### src/hw/rtl/sti_pkg.sv
package sti_pkg;

	// Default sizes for the top level
	localparam int COORD_WIDTH_DEF = 32;
	localparam int RATIO_BITS_DEF  = 16;

	// Operand chunk width of the multipliers
	localparam int MUL_CHUNK = 32;

	// Depth of the queue between front and back
	localparam int Q_DEPTH = 2;

	// Width of the configuration register index
	localparam int CFG_IDX_W = 3;

	typedef enum logic [CFG_IDX_W-1:0] {
		REG_START_X = 3'd0,
		REG_START_Y = 3'd1,
		REG_START_Z = 3'd2,
		REG_END_X   = 3'd3,
		REG_END_Y   = 3'd4,
		REG_END_Z   = 3'd5
	} cfg_reg_t;

	// Queue fill status seen by both sides
	typedef struct packed {
		logic full;
		logic empty;
	} q_stat_t;

endpackage

### src/hw/rtl/sti_queue.sv
// Short register queue between front and back.
module sti_queue #(
	parameter int W = 8
) (
	input  logic              clk,
	input  logic              arst_n,
	input  logic              push,
	input  logic              pop,
	input  logic [W-1:0]      din,
	output logic [W-1:0]      dout,
	output sti_pkg::q_stat_t  stat
);
	import sti_pkg::*;

	localparam int PW = (Q_DEPTH > 1) ? $clog2(Q_DEPTH) : 1;
	localparam int CW = $clog2(Q_DEPTH + 1);

	logic [W-1:0]  mem_q [Q_DEPTH];
	logic [PW-1:0] wr_q, rd_q;
	logic [CW-1:0] cnt_q;
	logic          do_push, do_pop;

	assign stat.full  = (cnt_q == CW'(Q_DEPTH));
	assign stat.empty = (cnt_q == '0);
	assign do_push    = push && !stat.full;
	assign do_pop     = pop && !stat.empty;

	// pointers and fill count
	always_ff @(posedge clk or negedge arst_n) begin
		if (!arst_n) begin
			wr_q  <= '0;
			rd_q  <= '0;
			cnt_q <= '0;
		end else begin
			if (do_push) begin
				wr_q <= (wr_q == PW'(Q_DEPTH-1)) ? '0 : wr_q + 1'b1;
			end
			if (do_pop) begin
				rd_q <= (rd_q == PW'(Q_DEPTH-1)) ? '0 : rd_q + 1'b1;
			end
			if (do_push && !do_pop) begin
				cnt_q <= cnt_q + 1'b1;
			end else if (do_pop && !do_push) begin
				cnt_q <= cnt_q - 1'b1;
			end
		end
	end

	// entry storage
	always_ff @(posedge clk) begin
		if (do_push) begin
			mem_q[wr_q] <= din;
		end
	end

	assign dout = mem_q[rd_q];

endmodule

### config.mk
export PLATFORM = sky130hd
export DESIGN_NAME = sti_queue
export DESIGN_NICKNAME = d
export VERILOG_FILES = /design/src/hw/rtl/sti_pkg.sv /design/src/hw/rtl/sti_queue.sv
export SDC_FILE = /design/constraint.sdc
export NUM_CORES = 1
export LEC_CHECK = 0
export BUFFER_PORTS_ARGS = -buffer_cell sky130_fd_sc_hd__buf_4
export CAP_MARGIN = 20
export CORE_MARGIN = 8
export CORE_UTILIZATION = 40
export CTS_BUF_LIST = sky130_fd_sc_hd__clkbuf_2
export CTS_CLUSTER_SIZE = 10
export DETAILED_ROUTE_END_ITERATION = 10
export SETUP_SLACK_MARGIN = 0.5
export SYNTH_ARGS = -nofsm -noshare
export SYNTH_HDL_FRONTEND = slang
export SYNTH_SLANG_ARGS = --single-unit
### constraint.sdc
create_clock -name clk -period 1.6 [get_ports clk]
set_input_delay 0.08 -clock clk [delete_from_list [all_inputs] [get_ports clk]]
set_output_delay 0.08 -clock clk [all_outputs]
set_load 0.05 [all_outputs]
### Yosys cells after proc, flatten, opt, wreduce, memory -nomap -nowiden

Memories as Yosys holds them, arrays and structs flattened.
Cells that the tools add are included.

| cells by class | value |
|---|---|
| add/sub/neg operators | 4 |
| equality and inequality tests | 1 |
| muxes and demuxes | 6 |
| reduce and logical (&&, ||, !) cells | 10 |

Operators with widths:

| operator | count |
|---|---|
| 1-bit logical AND | 4 |
| 1-bit logical NOT | 4 |
| 1-bit two-way mux | 4 |
| 2-bit two-way mux | 2 |
| 1-bit adder, second input constant | 2 |
| 2-bit by 1-bit adder with 2-bit output, second input constant | 1 |
| 2-bit equality test, second input constant | 1 |
| 2-bit logical NOT | 1 |
| 2-bit nonzero test | 1 |
| 2-bit by 1-bit subtractor with 2-bit output, second input constant | 1 |

| storage, ports and cells | value |
|---|---|
| register bits | 4 |
| bits in writable memories | 16 |
| input bits | 12 |
| output and inout port bits | 10 |
| logic and storage cells | 25 |
| memories | 1 |

Memory list:

| memory | depth | bits a word | rd ports | clocked after Yosys merged registers in | wr ports | RTL line | text |
|---|---|---|---|---|---|---|---|
| mem_q | 2 | 8 | 1 | 0 | 1 | sti_queue.sv:18 | `logic [W-1:0] mem_q [Q_DEPTH];` |

### Depth between registers and ports, before layout

Gate-level depths: netlist of the first run.

| depth | value |
|---|---|
| word-level depth | 7 |
| gate-level depth with buffers | 7 |
| depth with buffers taken out | 7 |

### Worst setup path after synthesis of the first run

No wires, ideal clock.

| timing path | value |
|---|---|
| path type | register -> register |
| from | register cnt_q[0] |
| to | memory mem_q[0][0], enable pin |
| setup time | 0.370 ns |
| data arrival time | 1.022 ns |
| data required time | 1.230 ns |
| slack | 0.208 ns |
| cell stages (with the launch flop) | 4 |
| path buffers | 0 |
| period minus slack after synthesis | 1.392 ns |
| cell sequence | dfrtp_1 nand2b_1 nand2_2 nor2_1 |

| between the ends | value |
|---|---|
| longest elaborated chain between the ends | 5 |

RTL lines:

| element | RTL line | text |
|---|---|---|
| start: declaration | sti_queue.sv:20 | `logic [CW-1:0] cnt_q;` |
| start signal: assignment | sti_queue.sv:42 | `cnt_q <= cnt_q + 1'b1;` |
| start signal: assignment | sti_queue.sv:44 | `cnt_q <= cnt_q - 1'b1;` |
| 2-bit equality test | sti_queue.sv:23 | `assign stat.full = (cnt_q == CW'(Q_DEPTH));` |
| 1-bit logical NOT | sti_queue.sv:25 | `assign do_push = push && !stat.full;` |
| 1-bit logical AND | sti_queue.sv:25 |  |
| 1-bit two-way mux | sti_queue.sv:51 | `if (do_push) begin` |
| 1-bit two-way mux (not written as such) | sti_queue.sv:52 | `mem_q[wr_q] <= din;` |
| end: declaration | sti_queue.sv:18 |  |

No other way between the ends.

### Worst setup path after layout of the first run

| timing path | value |
|---|---|
| from | register rd_q |
| to | output port dout[4] |

| between the ends | value |
|---|---|
| longest elaborated chain between the ends | 1 |

RTL lines:

| element | RTL line | text |
|---|---|---|
| start: declaration | sti_queue.sv:19 | `logic [PW-1:0] wr_q, rd_q;` |
| start signal: assignment | sti_queue.sv:39 | `rd_q <= (rd_q == PW'(Q_DEPTH-1)) ? '0 : rd_q + 1'b1;` |
| memory 2 x 8 bit | n/a |  |
| end: declaration | sti_queue.sv:10 | `output logic [W-1:0] dout,` |

No other way between the ends.

==> metrics.md, run 1 <==
| Metric | Value |
|---|---|
| CTS clk-pin slew, worst paths | 0.17 ns |
| Worst relative slew slack | 85.2% |
| NumNets Final | 103 |
| Antenna cells | 0 |
| Power density cells | 2000 mW/mm^2 |
| Syn_nets | 57 |
| Post-DP Area | 995 um^2 |
| Clock Sinks | 20 |
| CP Data Required Time | 1.52 ns |
| Via density | 4.47 |
| Final instance area | 0.00131 mm^2 |
| DIE WIDTH | 60.2 um |
| Routed WL | 1.68 mm |
| Top achievable clock speed | 707 MHz |
| Seq cells post-synth | 20 |
| Sequential share of the synthesized area | 74.2% |
| Worst VDD drop | 1.42 mV |
| DRC | 0 |
| CP arrival | 1.33 ns |
| Synth-to-Final Area Change | 66.9% |
| Final min period | 1.41 ns |
| Detail Route Antenna Nets | 0 |
| Tcrit/Tclk final | 88.4% |
| Final Max Tran Viols | 0 |
| Critical path class | register to output pin |
| GRT Residual Overflow | 0 |
| Gr usage total | 10.4% |
| FF+latch area | 584 um^2 |
| Cell count after synthesis | 44 |
| Post-DP HPWL | 1.01 mm |
| Min-Delay Path Class | input pin to register |
| Clock Path Buffers | 2 |
| Final hold vios | 0 |
| Cell variety after synth | 15 |
| Clk_skew | 0.00545 ns |
| First-pass GRT wire length | 2.65 mm |
| Clk root buf | clkbuf_2 |
| Io pins | 22 |
| Area of the multi-input gates | 245 um^2 |
| Synth area leaders | edfxtp_1 (61%), dfrtp_1 (13%), mux2_1 (8.6%), mux2_2 (2.9%), xnor2_1 (2.2%) |
| Crit end category | output pin |
| Via count | 518 |
| Ys Warns | 0 |
| Syn_area_per_cell | 17.8 um^2 |
| Gp weighted congestion | 0.649 |
| Clock buffer count from CTS | 3 |
| Die area | 0.00363 mm^2 |
| Final setup fails | 0 |
| Drt first pass iters | 4 |
| CORE AREA | 0.00190 mm^2 |
| Antenna violations before repair | 0 |
| CP Max Fanout | 4 |
| Lkg Pwr | 0.533 nW |
| FILL cells | 146 |
| Vias in the first global route | 582 |
| DR iter-0 viols | 1 |
| Status | completed |
| Final setup TNS | 0 ns |
| Layout cells sized above 1 | 65.2% |
| Die Height | 60.2 um |
| CTS tree | done |
| Initial Util | 41.1% |
| Max_cap viols | 0 |
| RSZ-0062 raised after global routing | yes |
| Clock Latency Late Sink | 0.30 ns |
| Worst slew pin tran | 0.221 ns |
| Synth area leader | edfxtp_1 |
| Htree depth | 1 |
| Detailed-route wire length per cell | 14.5 um |
| Largest net degree at the start of global routing | 12 |
| Type of origin of the critical path | register |
| Rows | 16 |
| I/O Buffers | 21 |
| Cell area after synthesis | 782 um^2 |
| Post-synth top area share | 61.4% |
metal layers:
layer  vias to the layer above  global-route usage, %  share of wire (%)  wire length [um]
met5                         -                      0                  0                 0
met4                         0                   6.12               0.83                14
met3                         2                   4.30                6.0               101
met2                        12                   19.5                 59               996
met1                       257                   8.76                 34               565
li1                        247                      -                  -                 -
logic make-up (layout without fill, tap and decap cells):
kind of cell,Yosys count,count (layout),synth area share (%)
DFF,20,20,74.2
muxes,8,8,11.5
and+or+nand+nor,6,6,3.84
xor gates and xnor gates,5,5,6.56
buffers and inverters,3,48,1.60
adders and majority gates,1,1,1.60
AOI/OAI and AO/OA,1,1,0.639
final timing paths:
kind | from | endpoint | slack [ns] | cells after the start
min | pop | rd_q | 0.07 | 3
max in group asynchronous | arst_n | cnt_q[1] | 1.40 | 2
min in group asynchronous | arst_n | wr_q | 0.08 | 2
max reg2reg | cnt_q[0] | cnt_q[1] | 0.21 | 7
max | rd_q | dout[4] | 0.19 | 3
min reg2reg | cnt_q[0] | cnt_q[0] | 0.53 | 1
repair_timing:
action                                  in CTS  in global routing
endpoints found under the setup margin      28                 29
hold buffers                                 9                  0
gates resized for setup                     25                  8
pin swaps                                    3                  2
buffers inserted                             7                  4
endpoints found under the hold margin       20                  0
synthesized netlist by cell type:
master / n
xor2_1: 2
inv_1: 2
dfrtp_1: 4
nand2_2: 1
nand2b_1: 1
nor2_1: 3
o21ai_1: 1
xnor2_1: 2
edfxtp_1: 16
xnor2_2: 1
and3_1: 1
mux2_1: 6
buf_2: 1
mux2_2: 2
ha_1: 1
state kept, by name (all words and copies together), names as in the netlist:
name	count
cnt_q	2
wr_q	1
mem_q	16
rd_q	1
layout by cell type, fill, tap and decap left out, types with 2 or more instances in the layout:
| cell | count |
|---|---|
| xnor2_2 | 2 |
| clkbuf_2 | 3 |
| nor2_4 | 2 |
| buf_8 | 2 |
| xor2_1 | 2 |
| dlygate4sd3_1 | 9 |
| buf_4 | 15 |
| mux2_2 | 8 |
| buf_6 | 16 |
| edfxtp_1 | 16 |
| dfrtp_2 | 3 |
cell type report:
cell class / instances / share of cell area (%)
Tap cell: 27 / 2.59
Clock inverter: 1 / 0.288
Multi-Input combinational cell: 21 / 18.8
Timing Repair Buffer: 42 / 31.6
Clock buffer: 3 / 1.15
Inverter: 2 / 0.767
Sequential cell: 20 / 44.8
where the power goes:
part	internal, mW	switching, mW	total, mW	leakage [nW]
registers	0.734	0.103	0.837	0.192
logic	0.763	0.804	1.57	0.327
clock network	0.0544	0.145	0.199	0.0140
total	1.55	1.05	2.60	0.533
per-stage QoR:
step,setup WS [ns],total power [mW],cells,utilization [%],hold WS (ns)
finish,0.185,2.60,116,68.6,0.0692
global route,0.0820,2.76,116,68.6,0.0285
CTS,0.167,2.48,112,65.5,0.0511
detailed placement,0.220,1.92,92,52.3,-0.119
global placement,0.229,1.90,92,52.3,-0.120
floorplan,0.299,1.63,44,-,-0.216
critical path: stages, from the launching register on:
cell     delay [ns]
dfrtp_2        0.43
buf_6          0.12
mux2_2         0.34
buf_6          0.15
No activity file was read; power rests on OpenSTA's default activity.
==> run 2, diff against run 1 <==
--- a/config.mk
+++ b/config.mk
@@ -7,11 +7,14 @@
 export LEC_CHECK = 0
 export BUFFER_PORTS_ARGS = -buffer_cell sky130_fd_sc_hd__buf_4
 export CAP_MARGIN = 20
+export CELL_PAD_IN_SITES_DETAIL_PLACEMENT = 0
+export CELL_PAD_IN_SITES_GLOBAL_PLACEMENT = 1
 export CORE_MARGIN = 8
 export CORE_UTILIZATION = 40
 export CTS_BUF_LIST = sky130_fd_sc_hd__clkbuf_2
 export CTS_CLUSTER_SIZE = 10
 export DETAILED_ROUTE_END_ITERATION = 10
+export PLACE_DENSITY_LB_ADDON = 0.1
 export SETUP_SLACK_MARGIN = 0.5
 export SYNTH_ARGS = -nofsm -noshare
 export SYNTH_HDL_FRONTEND = slang
==> run 2 against run 1 <==
Compared with the run above: sequential share of layout area increased by 0.79 points; highest routed layer unchanged; clock skew increased by 0.0024 ns; worst hold slack improved by 0.014 ns; combinational power decreased by 3%; fmax decreased by 0.47%; largest power group unchanged; power decreased by 1.5%; worst setup slack got worse by 0.0067 ns; utilization decreased by 1.2 points; cell count decreased by 0.86%.
==> metrics.md, run 2 (synthesis gave the netlist of run 1 again) <==
| Metric | Value |
|---|---|
| Crit path launch | rd_q (unchanged) |
| Initial Util | 41.1% (unchanged) |
| Synth-to-Final Area Change | 64.0% (was 66.9%) |
| Slowest cell delay on critical path | 0.42 ns (was 0.43 ns) |
| Routed WL | 1.59 mm (was 1.68 mm) |
| Type of origin of the critical path | register (unchanged) |
| Tcrit/Tclk final | 88.8% (was 88.4%) |
| Min-Delay Path Class | input pin to asynchronous set/reset pin (was input pin to register) |
| Comb power frac | 59.5% (was 60.2%) |
| Worst slew pin tran | 0.246 ns (was 0.221 ns) |
| RSZ-0062 raised after global routing | yes (unchanged) |
| Clk root buf | clkbuf_2 (unchanged) |
| Critical path, cell by cell | buf_6 > mux2_2 > buf_6 (unchanged) |
| Antenna cells | 0 (unchanged) |
| DR iter-0 viols | 5 (was 1) |
| Vias in the first global route | 535 (was 582) |
| Detailed-route wire length per cell | 13.9 um (was 14.5 um) |
| Post-DP HPWL | 928 um (was 1.01 mm) |
| Status | completed (unchanged) |
| Setup WS pre-CTS | 0.193 ns (was 0.220 ns) |
| CORE AREA | 0.00190 mm^2 (unchanged) |
| Critical path class | register to output pin (unchanged) |
| Via density | 4.50 (was 4.47) |
| Final min period | 1.42 ns (was 1.41 ns) |
| Clock buffer count from CTS | 3 (unchanged) |
| Lkg Pwr | 0.527 nW (was 0.533 nW) |
| Worst r2r path cells | 7 (unchanged) |
| Layout cells sized above 1 | 65.9% (was 65.2%) |
| Final hold vios | 0 (unchanged) |
| Die area | 0.00363 mm^2 (unchanged) |
| Critical Path Stages | 3 (unchanged) |
| Drt first pass iters | 2 (was 4) |
| Int Power | 1.53 mW (was 1.55 mW) |
| Power density cells | 2000 mW/mm^2 (about the same) |
| Clock Latency Late Sink | 0.30 ns (about the same) |
| CTS clk-pin slew, worst paths | 0.17 ns (about the same) |
| Gp weighted congestion | 0.617 (was 0.649) |
| Worst VDD drop | 1.30 mV (was 1.42 mV) |
| Crit end category | output pin (unchanged) |
| Via count | 518 (unchanged) |
| Slowest-stage cell, CP | dfrtp_2 (unchanged) |
| Critical path endpoint | dout[5] (was dout[4]) |
| Io pins | 22 (unchanged) |
| Worst R2R Setup Slack | 0.22 ns (was 0.21 ns) |
| Htree depth | 1 (unchanged) |
| Overall Power | 2.56 mW (was 2.60 mW) |
| Top achievable clock speed | 703 MHz (was 707 MHz) |
| Psw | 1.03 mW (was 1.05 mW) |
| Final Max Tran Viols | 0 (unchanged) |
| Rows | 16 (unchanged) |
| Final worst setup slack | 0.178 ns (was 0.185 ns) |
| Detail Route Antenna Nets | 0 (unchanged) |
| Worst relative slew slack | 83.6% (was 85.2%) |
| Worst reg2reg path startpoint | cnt_q[0] (unchanged) |
| Most frequent CP cell | buf_6 (unchanged) |
| Largest net degree at the start of global routing | 12 (unchanged) |
| GRT Residual Overflow | 0 (unchanged) |
| CP top delay family | flip-flops (unchanged) |
| CTS tree | done (unchanged) |
| Clk_skew | 0.00787 ns (was 0.00545 ns) |
| Final setup fails | 0 (unchanged) |
| Most frequent cells in the layout | buf_4 (16), edfxtp_1 (16), buf_6 (15), dlygate4sd3_1 (9), mux2_2 (8) (was edfxtp_1 (16), buf_6 (16), buf_4 (15), dlygate4sd3_1 (9), mux2_2 (8)) |
| Final setup TNS | 0 ns (unchanged) |
| CP Data Required Time | 1.52 ns (about the same) |
| Sw Ratio | 40.2% (was 40.4%) |
| NumNets Final | 102 (was 103) |
| Register bank with the most flops | mem_q (unchanged) |
| Clock power share | 8.0% (was 7.6%) |
| Clock Path Buffers | 2 (unchanged) |
| DIE WIDTH | 60.2 um (unchanged) |
| Worst Path Buf+Inv | 2 (unchanged) |
| CP Max Fanout | 4 (unchanged) |
| FILL cells | 151 (was 146) |
| Layout Utilization | 67.4% (was 68.6%) |
| Clock Sinks | 20 (unchanged) |
| DRC | 0 (unchanged) |
| Max FFs per register | 16 (unchanged) |
| I/O Buffers | 21 (unchanged) |
| Biggest regs | mem_q: 16 flops, cnt_q: 2 flops (unchanged) |
| Antenna violations before repair | 0 (unchanged) |
| Die Height | 60.2 um (unchanged) |
| Max_cap viols | 0 (unchanged) |
| CP arrival | 1.34 ns (was 1.33 ns) |
| Gr usage total | 9.37% (was 10.4%) |
| Register share of total power | 32.5% (was 32.2%) |
| R2r endpoint | cnt_q[1] (unchanged) |
| First-pass GRT wire length | 2.39 mm (was 2.65 mm) |
## run 2: changes by cell type in the layout (fill, tap and decap cells not counted)
cell,delta
buf_8,-1
clkbuf_2,+1
buf_4,+1
clkinv_1,-1
nor2_4,-1
nor2_2,+1
buf_6,-1
## run 2: repair_timing
| item | CTS | global route |
|---|---|---|
| gates resized for setup | 23 | 6 |
| hold buffers | 9 | 0 |
| endpoints found under the setup margin | 28 | 29 |
| hold endpoints to repair | 20 | 0 |
| pin swaps | 3 | 1 |
| setup buffers | 8 | 3 |
## run 2: stage by stage
stage          std cells  hold WS (ns)  cell area [um^2]
2_1_floorplan         44        -0.216               801
3_3_place_gp          91        -0.117               987
3_5_place_dp          91        -0.117               987
4_1_cts              112        0.0516              1230
5_1_grt              115        0.0491              1280
6_report             115        0.0836              1280
## run 2: worst min path at each step
| stage | slack, ns | cells after the start | start | endpoint |
|---|---|---|---|---|
| after floorplan | -0.22 | 0 | arst_n | cnt_q[0] |
| after global placement | -0.12 | 1 | arst_n | cnt_q[1] |
| after detailed placement | -0.12 | 1 | arst_n | cnt_q[1] |
| after CTS | 0.05 | 3 | pop | rd_q |
| after global routing | 0.05 | 2 | arst_n | wr_q |
| final | 0.08 | 2 | arst_n | wr_q |
## run 2: layer usage
layer  share of wire, %  track usage [%]  wire length, um  vias up
met2                 56             16.3              896       11
met1                 37             9.60              593      259
met3                5.0             3.01               80        4
met5                  0                0                0        -
met4                1.4             5.10               23        0
li1                   -                -                -      244
## run 2: cell type report
cell class              count  area (um^2)  share of cell area, %
multi-input cells          21          240                   18.7
inverters                   2         10.0                  0.780
clock buffers               4         20.0                   1.56
repair buffers             41          394                   30.7
flip-flops and latches     20          584                   45.6
well taps                  27         33.8                   2.63
## run 2: power by group through the flow
stage	Sequential, mW	Combinational [mW]	Clock [mW]
CTS	0.835	1.40	0.215
global route	0.849	1.61	0.237
finish	0.835	1.52	0.205
floorplan	0.803	0.822	0
global placement	0.860	1.03	0
detailed placement	0.863	1.03	0
## run 2: worst register-to-register path, stage by stage, from the launching register on
cell and delay, ns:
dfrtp_2 0.47, nand2b_4 0.17, nand2_4 0.08, inv_2 0.05
ha_4 0.14, xor2_1 0.13, nor2_1 0.11, xor2_1 0.16
==> run 3, diff against run 2 <==
--- a/config.mk
+++ b/config.mk
@@ -14,6 +14,7 @@
 export CTS_BUF_LIST = sky130_fd_sc_hd__clkbuf_2
 export CTS_CLUSTER_SIZE = 10
 export DETAILED_ROUTE_END_ITERATION = 10
+export MAX_ROUTING_LAYER = met4
 export PLACE_DENSITY_LB_ADDON = 0.1
 export SETUP_SLACK_MARGIN = 0.5
 export SYNTH_ARGS = -nofsm -noshare
==> run 3 against run 2 <==
Compared with the run above: cell count stayed put; power hardly changed; routed wire length hardly changed; global-route usage is 0.24 points higher; fmax hardly changed; combinational power hardly changed; critical path type unchanged.
==> metrics.md, run 3 (synthesis gave the netlist of run 1 again) <==
| Metric | Value |
|---|---|
| Status | completed (unchanged) |
| CP arrival | 1.34 ns (about the same) |
| RSZ-0062 raised after global routing | yes (unchanged) |
| FILL cells | 151 (unchanged) |
| Routed WL | 1.59 mm (about the same) |
| Gr usage total | 9.61% (was 9.37%) |
| CP Data Required Time | 1.52 ns (about the same) |
| Die area | 0.00363 mm^2 (unchanged) |
| Antenna cells | 0 (unchanged) |
| Clk root buf | clkbuf_2 (unchanged) |
| Rows | 16 (unchanged) |
| Detailed-route wire length per cell | 13.9 um (about the same) |
| Clock Sinks | 20 (unchanged) |
| Most frequent cells in the layout | buf_4 (16), edfxtp_1 (16), buf_6 (15), dlygate4sd3_1 (9), mux2_2 (8) (unchanged) |
| Worst reg2reg path startpoint | cnt_q[0] (unchanged) |
| Max FFs per register | 16 (unchanged) |
| Clock Latency Late Sink | 0.30 ns (about the same) |
| Worst VDD drop | 1.31 mV (was 1.30 mV) |
| Vias in the first global route | 536 (was 535) |
| Via count | 518 (unchanged) |
| Die Height | 60.2 um (unchanged) |
| CORE AREA | 0.00190 mm^2 (unchanged) |
| Final Max Tran Viols | 0 (unchanged) |
| Worst slew pin tran | 0.246 ns (about the same) |
| Htree depth | 1 (unchanged) |
| Largest net degree at the start of global routing | 12 (unchanged) |
| Final hold vios | 0 (unchanged) |
| Detail Route Antenna Nets | 0 (unchanged) |
| Area of the multi-input gates | 240 um^2 (unchanged) |
| Final setup TNS | 0 ns (unchanged) |
| Synth-to-Final Area Change | 64.0% (unchanged) |
| DRC | 0 (unchanged) |
| Drt first pass iters | 2 (unchanged) |
| First-pass GRT wire length | 2.38 mm (was 2.39 mm) |
| Type of origin of the critical path | register (unchanged) |
| Crit end category | output pin (unchanged) |
| Io pins | 22 (unchanged) |
| Layout cells sized above 1 | 65.9% (unchanged) |
| Antenna violations before repair | 0 (unchanged) |
| DIE WIDTH | 60.2 um (unchanged) |
| Critical path class | register to output pin (unchanged) |
| Max_cap viols | 0 (unchanged) |
| Clock buffer count from CTS | 3 (unchanged) |
| Clock Path Buffers | 2 (unchanged) |
| CTS clk-pin slew, worst paths | 0.17 ns (about the same) |
| Post-DP HPWL | 928 um (unchanged) |
| Gp weighted congestion | 0.622 (was 0.617) |
| Power density cells | 2000 mW/mm^2 (about the same) |
| Worst relative slew slack | 83.6% (unchanged) |
| FF+latch area | 584 um^2 (unchanged) |
| Initial Util | 41.1% (unchanged) |
| DR iter-0 viols | 5 (unchanged) |
| Register bank with the most flops | mem_q (unchanged) |
| Crit path launch | rd_q (unchanged) |
| GRT Residual Overflow | 0 (unchanged) |
| CP Max Fanout | 4 (unchanged) |
| Final setup fails | 0 (unchanged) |
| Post-DP Area | 987 um^2 (unchanged) |
| Tcrit/Tclk final | 88.8% (about the same) |
| Lkg Pwr | 0.527 nW (unchanged) |
| Biggest regs | mem_q: 16 flops, cnt_q: 2 flops (unchanged) |
| I/O Buffers | 21 (unchanged) |
| CTS tree | done (unchanged) |
| Top achievable clock speed | 703 MHz (about the same) |
| Via density | 4.50 (unchanged) |
| Final min period | 1.42 ns (about the same) |
| Clk_skew | 0.00787 ns (about the same) |
| Final instance area | 0.00128 mm^2 (unchanged) |
| NumNets Final | 102 (unchanged) |
| Min-Delay Path Class | input pin to asynchronous set/reset pin (unchanged) |
[run 3: layer usage]
layer  vias up  share of wire, %  global-route usage, %
met1       259                37                   9.48
met4         0               1.4                   5.10
li1        244                 -                      -
met5         -                 0                      -
met3         4               5.1                   3.23
met2        11                56                   16.3
[run 3: per-stage QoR]
stage | worst slack, ns | total power, mW | hold WS (ns) | util (%) | std cells
after global routing | 0.123 | 2.69 | 0.0491 | 67.4 | 115
after CTS | 0.167 | 2.45 | 0.0516 | 64.9 | 112
final | 0.178 | 2.57 | 0.0836 | 67.4 | 115
after global placement | 0.205 | 1.89 | -0.117 | 51.9 | 91
after floorplan | 0.299 | 1.63 | -0.216 | - | 44
after detailed placement | 0.193 | 1.90 | -0.117 | 51.9 | 91
[run 3: area by class of cell]
class / instances / area share (%)
clock buffer: 4 / 1.56
inverter: 2 / 0.780
multi-input combinational: 21 / 18.7
sequential: 20 / 45.6
tap: 27 / 2.63
timing repair buffer: 41 / 30.7
[run 3: worst max-delay path, cell delays in order (launching register included)]
cell,delay [ns]
dfrtp_2,0.42
buf_6,0.12
mux2_2,0.34
buf_6,0.16
[run 3: repair_timing]
action	4_1_cts	5_1_grt
buffers inserted	8	3
pin swaps	3	1
resized for setup	23	6
endpoints found under the hold margin	20	0
hold buffers	9	0
setup endpoints to repair	28	29
[run 3: power by group]
| group | leakage [nW] | switching [mW] | internal [mW] |
|---|---|---|---|
| Sequential | 0.192 | 0.101 | 0.734 |
| Combinational | 0.318 | 0.793 | 0.733 |
| Clock | 0.0166 | 0.139 | 0.0662 |
| Total | 0.527 | 1.03 | 1.53 |
[run 3: path summary, 6_finish.rpt]
path,to,cells after the start,slack (ns)
worst max-delay path,dout[5],3,0.18
worst min register to register,wr_q,1,0.59
worst min-delay path,wr_q,2,0.08
max in group asynchronous,cnt_q[0],2,1.39
min in group clk,rd_q,3,0.08
worst max register to register,cnt_q[1],7,0.22
